<file path="src/rtl/dq_pkg.sv">
`default_nettype none
package dq_pkg;

  localparam int DEPTH = 64;
  localparam int DATA_WIDTH = 32;
  localparam int CNT_W = $clog2(DEPTH + 1);
  localparam int KIND_W = 3;
  localparam int STATUS_W = 2;
  localparam int PORT_W = 32;

  typedef logic [DATA_WIDTH-1:0] word_t;
  typedef logic [CNT_W-1:0] cnt_t;

  typedef enum logic [KIND_W-1:0] {
    KIND_PUSH_FRONT = 3'd0,
    KIND_PUSH_BACK  = 3'd1,
    KIND_POP_FRONT  = 3'd2,
    KIND_POP_BACK   = 3'd3,
    KIND_REVERSE    = 3'd4,
    KIND_CLEAR      = 3'd5,
    KIND_PEEK       = 3'd6
  } kind_t;

  typedef enum logic [STATUS_W-1:0] {
    ST_OK    = 2'd0,
    ST_FULL  = 2'd1,
    ST_EMPTY = 2'd2
  } status_t;

  typedef enum logic [1:0] {
    CH_HOLD,
    CH_SHIFT_UP,
    CH_SHIFT_DOWN,
    CH_WRITE_TAIL
  } chain_op_t;

  typedef struct packed {
    chain_op_t op;
    word_t     value;
  } chain_ctrl_t;

endpackage
`default_nettype wire

</file>
<file path="src/rtl/dq_cell.sv">
`default_nettype none
module dq_cell (
  input  wire logic               clk,
  input  wire dq_pkg::chain_ctrl_t ctrl,
  input  wire logic               hit,
  input  wire dq_pkg::word_t      left,
  input  wire dq_pkg::word_t      right,
  output dq_pkg::word_t           data
);

  always_ff @(posedge clk) begin
    case (ctrl.op)
      dq_pkg::CH_SHIFT_UP: begin
        data <= left;
      end
      dq_pkg::CH_SHIFT_DOWN: begin
        data <= right;
      end
      dq_pkg::CH_WRITE_TAIL: begin
        if (hit) begin
          data <= ctrl.value;
        end
      end
      default: begin
        data <= data;
      end
    endcase
  end

endmodule
`default_nettype wire

</file>
<file path="src/rtl/dq_chain.sv">
`default_nettype none
module dq_chain (
  input  wire logic                clk,
  input  wire dq_pkg::chain_ctrl_t ctrl,
  input  wire dq_pkg::cnt_t        tail,
  output dq_pkg::word_t            head
);

  dq_pkg::word_t cell_data [dq_pkg::DEPTH];

  for (genvar i = 0; i < dq_pkg::DEPTH; i++) begin : g_cell
    dq_pkg::word_t left;
    dq_pkg::word_t right;
    logic          hit;

    if (i == 0) begin : g_first
      assign left = ctrl.value;
    end else begin : g_inner_left
      assign left = cell_data[i-1];
    end

    if (i == dq_pkg::DEPTH - 1) begin : g_last
      assign right = cell_data[i];
    end else begin : g_inner_right
      assign right = cell_data[i+1];
    end

    assign hit = (tail == dq_pkg::CNT_W'(i));

    dq_cell u_cell (
      .clk   (clk),
      .ctrl  (ctrl),
      .hit   (hit),
      .left  (left),
      .right (right),
      .data  (cell_data[i])
    );
  end

  assign head = cell_data[0];

endmodule
`default_nettype wire

</file>
<file path="src/rtl/double_ended_queue_core.sv">
`default_nettype none
// Bounded double-ended queue of signed words with 64 entries.
// A transaction is taken at a rising edge where start is high and busy is low.
// The kind port selects push front, push back, pop front, pop back, reverse,
// clear or peek, and value carries the word for the push operations.
// Every transaction gives exactly one result, shown for one cycle with done
// high in the cycle right after the transaction is taken.
// The result carries the front and back values, the count, an empty flag and
// a status that flags a push into a full queue or a pop from an empty one.
// A new transaction may be taken in every cycle, so busy stays low. A push
// is one shift in one row and one tail write in the other, and a pop one
// shift; there are two rows of cells, one holding the words from the front
// and one from the back. Reverse only flips which row is the front.
// Reset empties the queue, clears the reverse flag and drops done.
// The receiver cannot stall, so every result must be taken when shown.
module double_ended_queue_core (
  input  wire logic                             clk,
  input  wire logic                             rst,
  input  wire logic                             start,
  output logic                                  busy,
  input  wire logic [dq_pkg::KIND_W-1:0]        kind,
  input  wire logic signed [dq_pkg::PORT_W-1:0] value,
  output logic                                  done,
  output logic signed [dq_pkg::PORT_W-1:0]      front_value,
  output logic signed [dq_pkg::PORT_W-1:0]      back_value,
  output logic [dq_pkg::CNT_W-1:0]              count,
  output logic                                  is_empty,
  output logic [dq_pkg::STATUS_W-1:0]           status
);

  dq_pkg::cnt_t        held;
  dq_pkg::cnt_t        held_next;
  logic                reversed;
  logic                reversed_next;
  dq_pkg::status_t     status_next;
  dq_pkg::status_t     status_q;
  dq_pkg::chain_ctrl_t fwd_ctrl;
  dq_pkg::chain_ctrl_t bwd_ctrl;
  dq_pkg::word_t       fwd_head;
  dq_pkg::word_t       bwd_head;
  dq_pkg::word_t       word_in;
  logic                accept;
  logic                at_start;
  logic                full;
  logic                empty;

  assign busy     = 1'b0;
  assign accept   = start && !busy;
  assign word_in  = dq_pkg::DATA_WIDTH'($unsigned(value));
  assign full     = (held == dq_pkg::CNT_W'(dq_pkg::DEPTH));
  assign empty    = (held == '0);
  assign at_start = ((kind == dq_pkg::KIND_PUSH_FRONT) || (kind == dq_pkg::KIND_POP_FRONT))
                    != reversed;

  always_comb begin
    held_next      = held;
    reversed_next  = reversed;
    status_next    = dq_pkg::ST_OK;
    fwd_ctrl.op    = dq_pkg::CH_HOLD;
    fwd_ctrl.value = word_in;
    bwd_ctrl.op    = dq_pkg::CH_HOLD;
    bwd_ctrl.value = word_in;
    case (kind)
      dq_pkg::KIND_PUSH_FRONT, dq_pkg::KIND_PUSH_BACK: begin
        if (full) begin
          status_next = dq_pkg::ST_FULL;
        end else begin
          held_next = held + 1'b1;
          if (at_start) begin
            fwd_ctrl.op = dq_pkg::CH_SHIFT_UP;
            bwd_ctrl.op = dq_pkg::CH_WRITE_TAIL;
          end else begin
            fwd_ctrl.op = dq_pkg::CH_WRITE_TAIL;
            bwd_ctrl.op = dq_pkg::CH_SHIFT_UP;
          end
        end
      end
      dq_pkg::KIND_POP_FRONT, dq_pkg::KIND_POP_BACK: begin
        if (empty) begin
          status_next = dq_pkg::ST_EMPTY;
        end else begin
          held_next = held - 1'b1;
          if (at_start) begin
            fwd_ctrl.op = dq_pkg::CH_SHIFT_DOWN;
          end else begin
            bwd_ctrl.op = dq_pkg::CH_SHIFT_DOWN;
          end
        end
      end
      dq_pkg::KIND_REVERSE: begin
        reversed_next = !reversed;
      end
      dq_pkg::KIND_CLEAR: begin
        held_next     = '0;
        reversed_next = 1'b0;
      end
      default: begin
        held_next = held;
      end
    endcase
    if (!accept) begin
      fwd_ctrl.op = dq_pkg::CH_HOLD;
      bwd_ctrl.op = dq_pkg::CH_HOLD;
    end
  end

  dq_chain u_fwd (
    .clk  (clk),
    .ctrl (fwd_ctrl),
    .tail (held),
    .head (fwd_head)
  );

  dq_chain u_bwd (
    .clk  (clk),
    .ctrl (bwd_ctrl),
    .tail (held),
    .head (bwd_head)
  );

  always_ff @(posedge clk) begin
    if (rst) begin
      held     <= '0;
      reversed <= 1'b0;
      done     <= 1'b0;
      status_q <= dq_pkg::ST_OK;
    end else begin
      done <= accept;
      if (accept) begin
        held     <= held_next;
        reversed <= reversed_next;
        status_q <= status_next;
      end
    end
  end

  assign count       = held;
  assign is_empty    = empty;
  assign status      = status_q;
  assign front_value = empty ? '0 : dq_pkg::PORT_W'(reversed ? bwd_head : fwd_head);
  assign back_value  = empty ? '0 : dq_pkg::PORT_W'(reversed ? fwd_head : bwd_head);

endmodule
`default_nettype wire

</file>
<file path="config.mk">
export PLATFORM = sky130hd
export DESIGN_NAME = double_ended_queue_core
export DESIGN_NICKNAME = d
export VERILOG_FILES = /design/src/rtl/dq_pkg.sv /design/src/rtl/dq_cell.sv /design/src/rtl/dq_chain.sv /design/src/rtl/double_ended_queue_core.sv
export SDC_FILE = /design/constraint.sdc
export NUM_CORES = 2
export LEC_CHECK = 0
export ABC_AREA = 0
export BUFFER_PORTS_ARGS = -buffer_cell sky130_fd_sc_hd__buf_2
export CAP_MARGIN = 25
export CORE_MARGIN = 2
export CORE_UTILIZATION = 40
export DETAILED_ROUTE_END_ITERATION = 16
export PLACE_DENSITY_LB_ADDON = 0.05
export SLEW_MARGIN = 20
export SYNTH_ARGS = -nofsm -noshare
export SYNTH_HDL_FRONTEND = slang
export SYNTH_SLANG_ARGS = --single-unit
</file>
<file path="constraint.sdc">
create_clock -name clk -period 4 [get_ports clk]
set_clock_uncertainty 0.2 [all_clocks]
set_input_delay 0.2 -clock clk [delete_from_list [all_inputs] [get_ports clk]]
set_output_delay 0.2 -clock clk [all_outputs]
set_load 0.01 [all_outputs]
</file>
==> results.json <==
{
  "vias_per_cell": 6.83,
  "grt_overflow": 0,
  "yosysUniqueCellTypes": 45,
  "grt_pass1_wl_um": 724000,
  "first_iter_violations": 10300,
  "drv_cap": 0,
  "synth_top_area_cell": "edfxtp_1",
  "final_cell_mix": "edfxtp_1, a221o_1, clkbuf_16",
  "synthMuxAreaShare": 0.00787,
  "synth_area_leaders": "edfxtp_1, a221o_1, clkbuf_1, buf_2, a21oi_1",
  "powerDensity_nw_per_um2": 514,
  "num_rows": 241,
  "drt-total-wl_um": 479000,
  "path_clk_slew_ns": 0.06,
  "clock_sinks": 4107,
  "dpl-instance-area_um2": 181000,
  "nets": 9751,
  "synth_top_family_by_area": "compound AO/OA/AOI/OAI gates",
  "cp.required_ns": 4.47,
  "max_freq_mhz": 260,
  "async_flop_share": 0,
  "leakage_uw": 0.0634,
  "drive_gt1_frac": 0.133,
  "h-tree-depth": 5,
  "avgSynthCellArea_um2": 17.1,
  "crit_type": "flip-flop to flip-flop",
  "synth_edf_count": 4096,
  "ys_seq_area_frac": 0.712,
  "hold_slack_ns": 0.123,
  "dr.pass1.iters": 6,
  "area_growth_pct": 13.3,
  "die_w_um": 662,
  "synth-xor-area-share": 0.000101,
  "grt_max_degree": 232,
  "hp-class": "input pin to flip-flop",
  "cts_tree": "yes",
  "ios": 114,
  "worstPathArrival_ns": 4.32,
  "synth_top_area_share": 0.711,
  "ys_dominant_reg_cell": "edfxtp_1",
  "vias": 108000,
  "grt_use_total": 0.210,
  "synth-compound-area-share": 0.237,
  "clockBufferDepth": 4,
  "maxSlewViolCount": 0,
  "grt_setup_unrepaired": "false",
  "vdd_ir_drop_max_uv": 365,
  "hold_viol_final": 0,
  "start_util": 0.402,
  "synth_simple_gate_area_share": 0.00740,
  "synth_cells": 10100,
  "finalWeightedCongestion": 0.910,
  "period_share": 0.963,
  "synth_fa_ha_area_frac": 0.000289,
  "drc": 0,
  "finish.instance_area_um2": 196000,
  "grt_pass1_vias": 113000,
  "outcome": "finished, final reports clean",
  "antenna_left": 0,
  "synth_seq_cells": 4107,
  "routedWlPerCell_um": 30.3,
  "ys_warn_count": 0,
  "finalSetupTns_ns": 0,
  "dp_hpwl_um": 283000,
  "crit_fanout": 24,
  "cts_post_setup_buffers_inserted": 0,
  "die_height_um": 662,
  "finalWorstPathRequiredPeriod_ns": 3.85,
  "io_buffers": 112,
  "grt_antenna_before_repair": 22,
  "worst_pin_slew_ns": 1.16,
  "netlist_area_um2": 173000,
  "syn_nets": 10200,
  "coreArea_um2": 431000,
  "final_common_cell": "edfxtp_1",
  "clock_latency_ns": 0.97,
  "cts_root_buf": "clkbuf_16",
  "start_kind": "flip-flop",
  "setup-violations-final": 0,
  "maxSlewHeadroom": 0.229,
  "endpoint_kind": "flip-flop",
  "dieArea_um2": 438000,
  "numCtsBuffers": 456
}
[flip-flops by register name, summed over array words and instances, names as in the netlist]
signal / cells
status: 2
u_bwd.g_cell.u_cell.data: 2048
count: 7
reversed: 1
u_fwd.g_cell.u_cell.data: 2048
done: 1
[layout make-up]
type / instances / area (um^2)
fillers: 36800 / 235000
flip-flops and latches: 4107 / 123000
multi-input cells: 4592 / 45400
clock buffers: 568 / 11900
well taps: 5710 / 7140
repair buffers: 546 / 6100
clock inverters: 268 / 2240
inverters: 6 / 22.5
diodes: 5 / 12.5
[worst max-delay path, stage by stage, from the launching register on]
cell and delay, ns:
dfxtp_1 0.83, or2_2 0.31, nor2_1 0.11, a31oi_1 0.50, nand2_4 0.25, buf_12 0.24, a21oi_4 0.75, buf_4 0.33
[Yosys cell counts (3+ instances only)]
library cell and count:
inv_1 6, nor2_1 83, buf_1 23, o21ai_0 9, clkbuf_1 860, nor3_1 4, dfxtp_1 11, nor2b_1 4
nor4_1 3, a21oi_1 137, nand3_1 17, mux2i_1 64, and3_1 5, buf_4 5, nand2_1 58, mux2_1 24
nor3b_1 4, ha_1 4, a211oi_1 4, nand2b_1 4, a221o_1 3968, and2_1 72, edfxtp_1 4096, mux2_2 40
buf_2 519, a21o_1 64
[cells by family (layout without fill, tap and decap cells)]
logic type      count (synthesis)  after routing
compound gates               4194           4194
flops                        4107           4107
buf+inv                      1414           1388
simple gates                  263            263
mux                           128            128
fa+ha+maj                       4              4
xor+xnor                        2              2
other cells                     1              6
[what timing repair did]
| item | in CTS | in global routing |
|---|---|---|
| gates resized for setup | 0 | 4 |
| endpoints found under the hold margin | 2200 | 0 |
| setup endpoints to repair | 0 | 83 |
| hold buffers | 58 | 0 |
[path summary, 6_finish.rpt]
kind                                 from                         endpoint  slack, ns  cells past startpoint
worst max-delay path             count[2]  u_fwd.g_cell[4].u_cell.data[30]       0.15                      7
worst max register to register   count[2]  u_fwd.g_cell[4].u_cell.data[30]       0.15                      7
worst min-delay path            value[29]  u_fwd.g_cell[0].u_cell.data[29]       0.12                      3
worst min register to register   count[1]                         count[1]       0.33                      2
[report_power, final]
group          switching, uW  internal [uW]
logic                   4550           3430
clock network          17600          23200
registers               1490          50600
[metrics by stage]
step / std cells / setup slack (ns) / power (uW) / utilization
2_1_floorplan: 10100 / 0.0336 / 57700 / -
3_3_place_gp: 14900 / 0.203 / 60600 / 0.421
3_5_place_dp: 14900 / 0.194 / 60800 / 0.421
4_1_cts: 15800 / 0.0671 / 102000 / 0.455
5_1_grt: 15800 / 0.0193 / 104000 / 0.455
6_report: 15800 / 0.147 / 101000 / 0.455
[layer usage]
| layer | global-route usage | share of wire | wire, um |
|---|---|---|---|
| met1 | 0.287 | 0.43 | 207000 |
| met2 | 0.352 | 0.49 | 235000 |
| met3 | 0.0276 | 0.049 | 23600 |
| met4 | 0.0586 | 0.027 | 13000 |
| met5 | 0 | 0.00020 | 97 |
(Power assumes the default switching activity.)
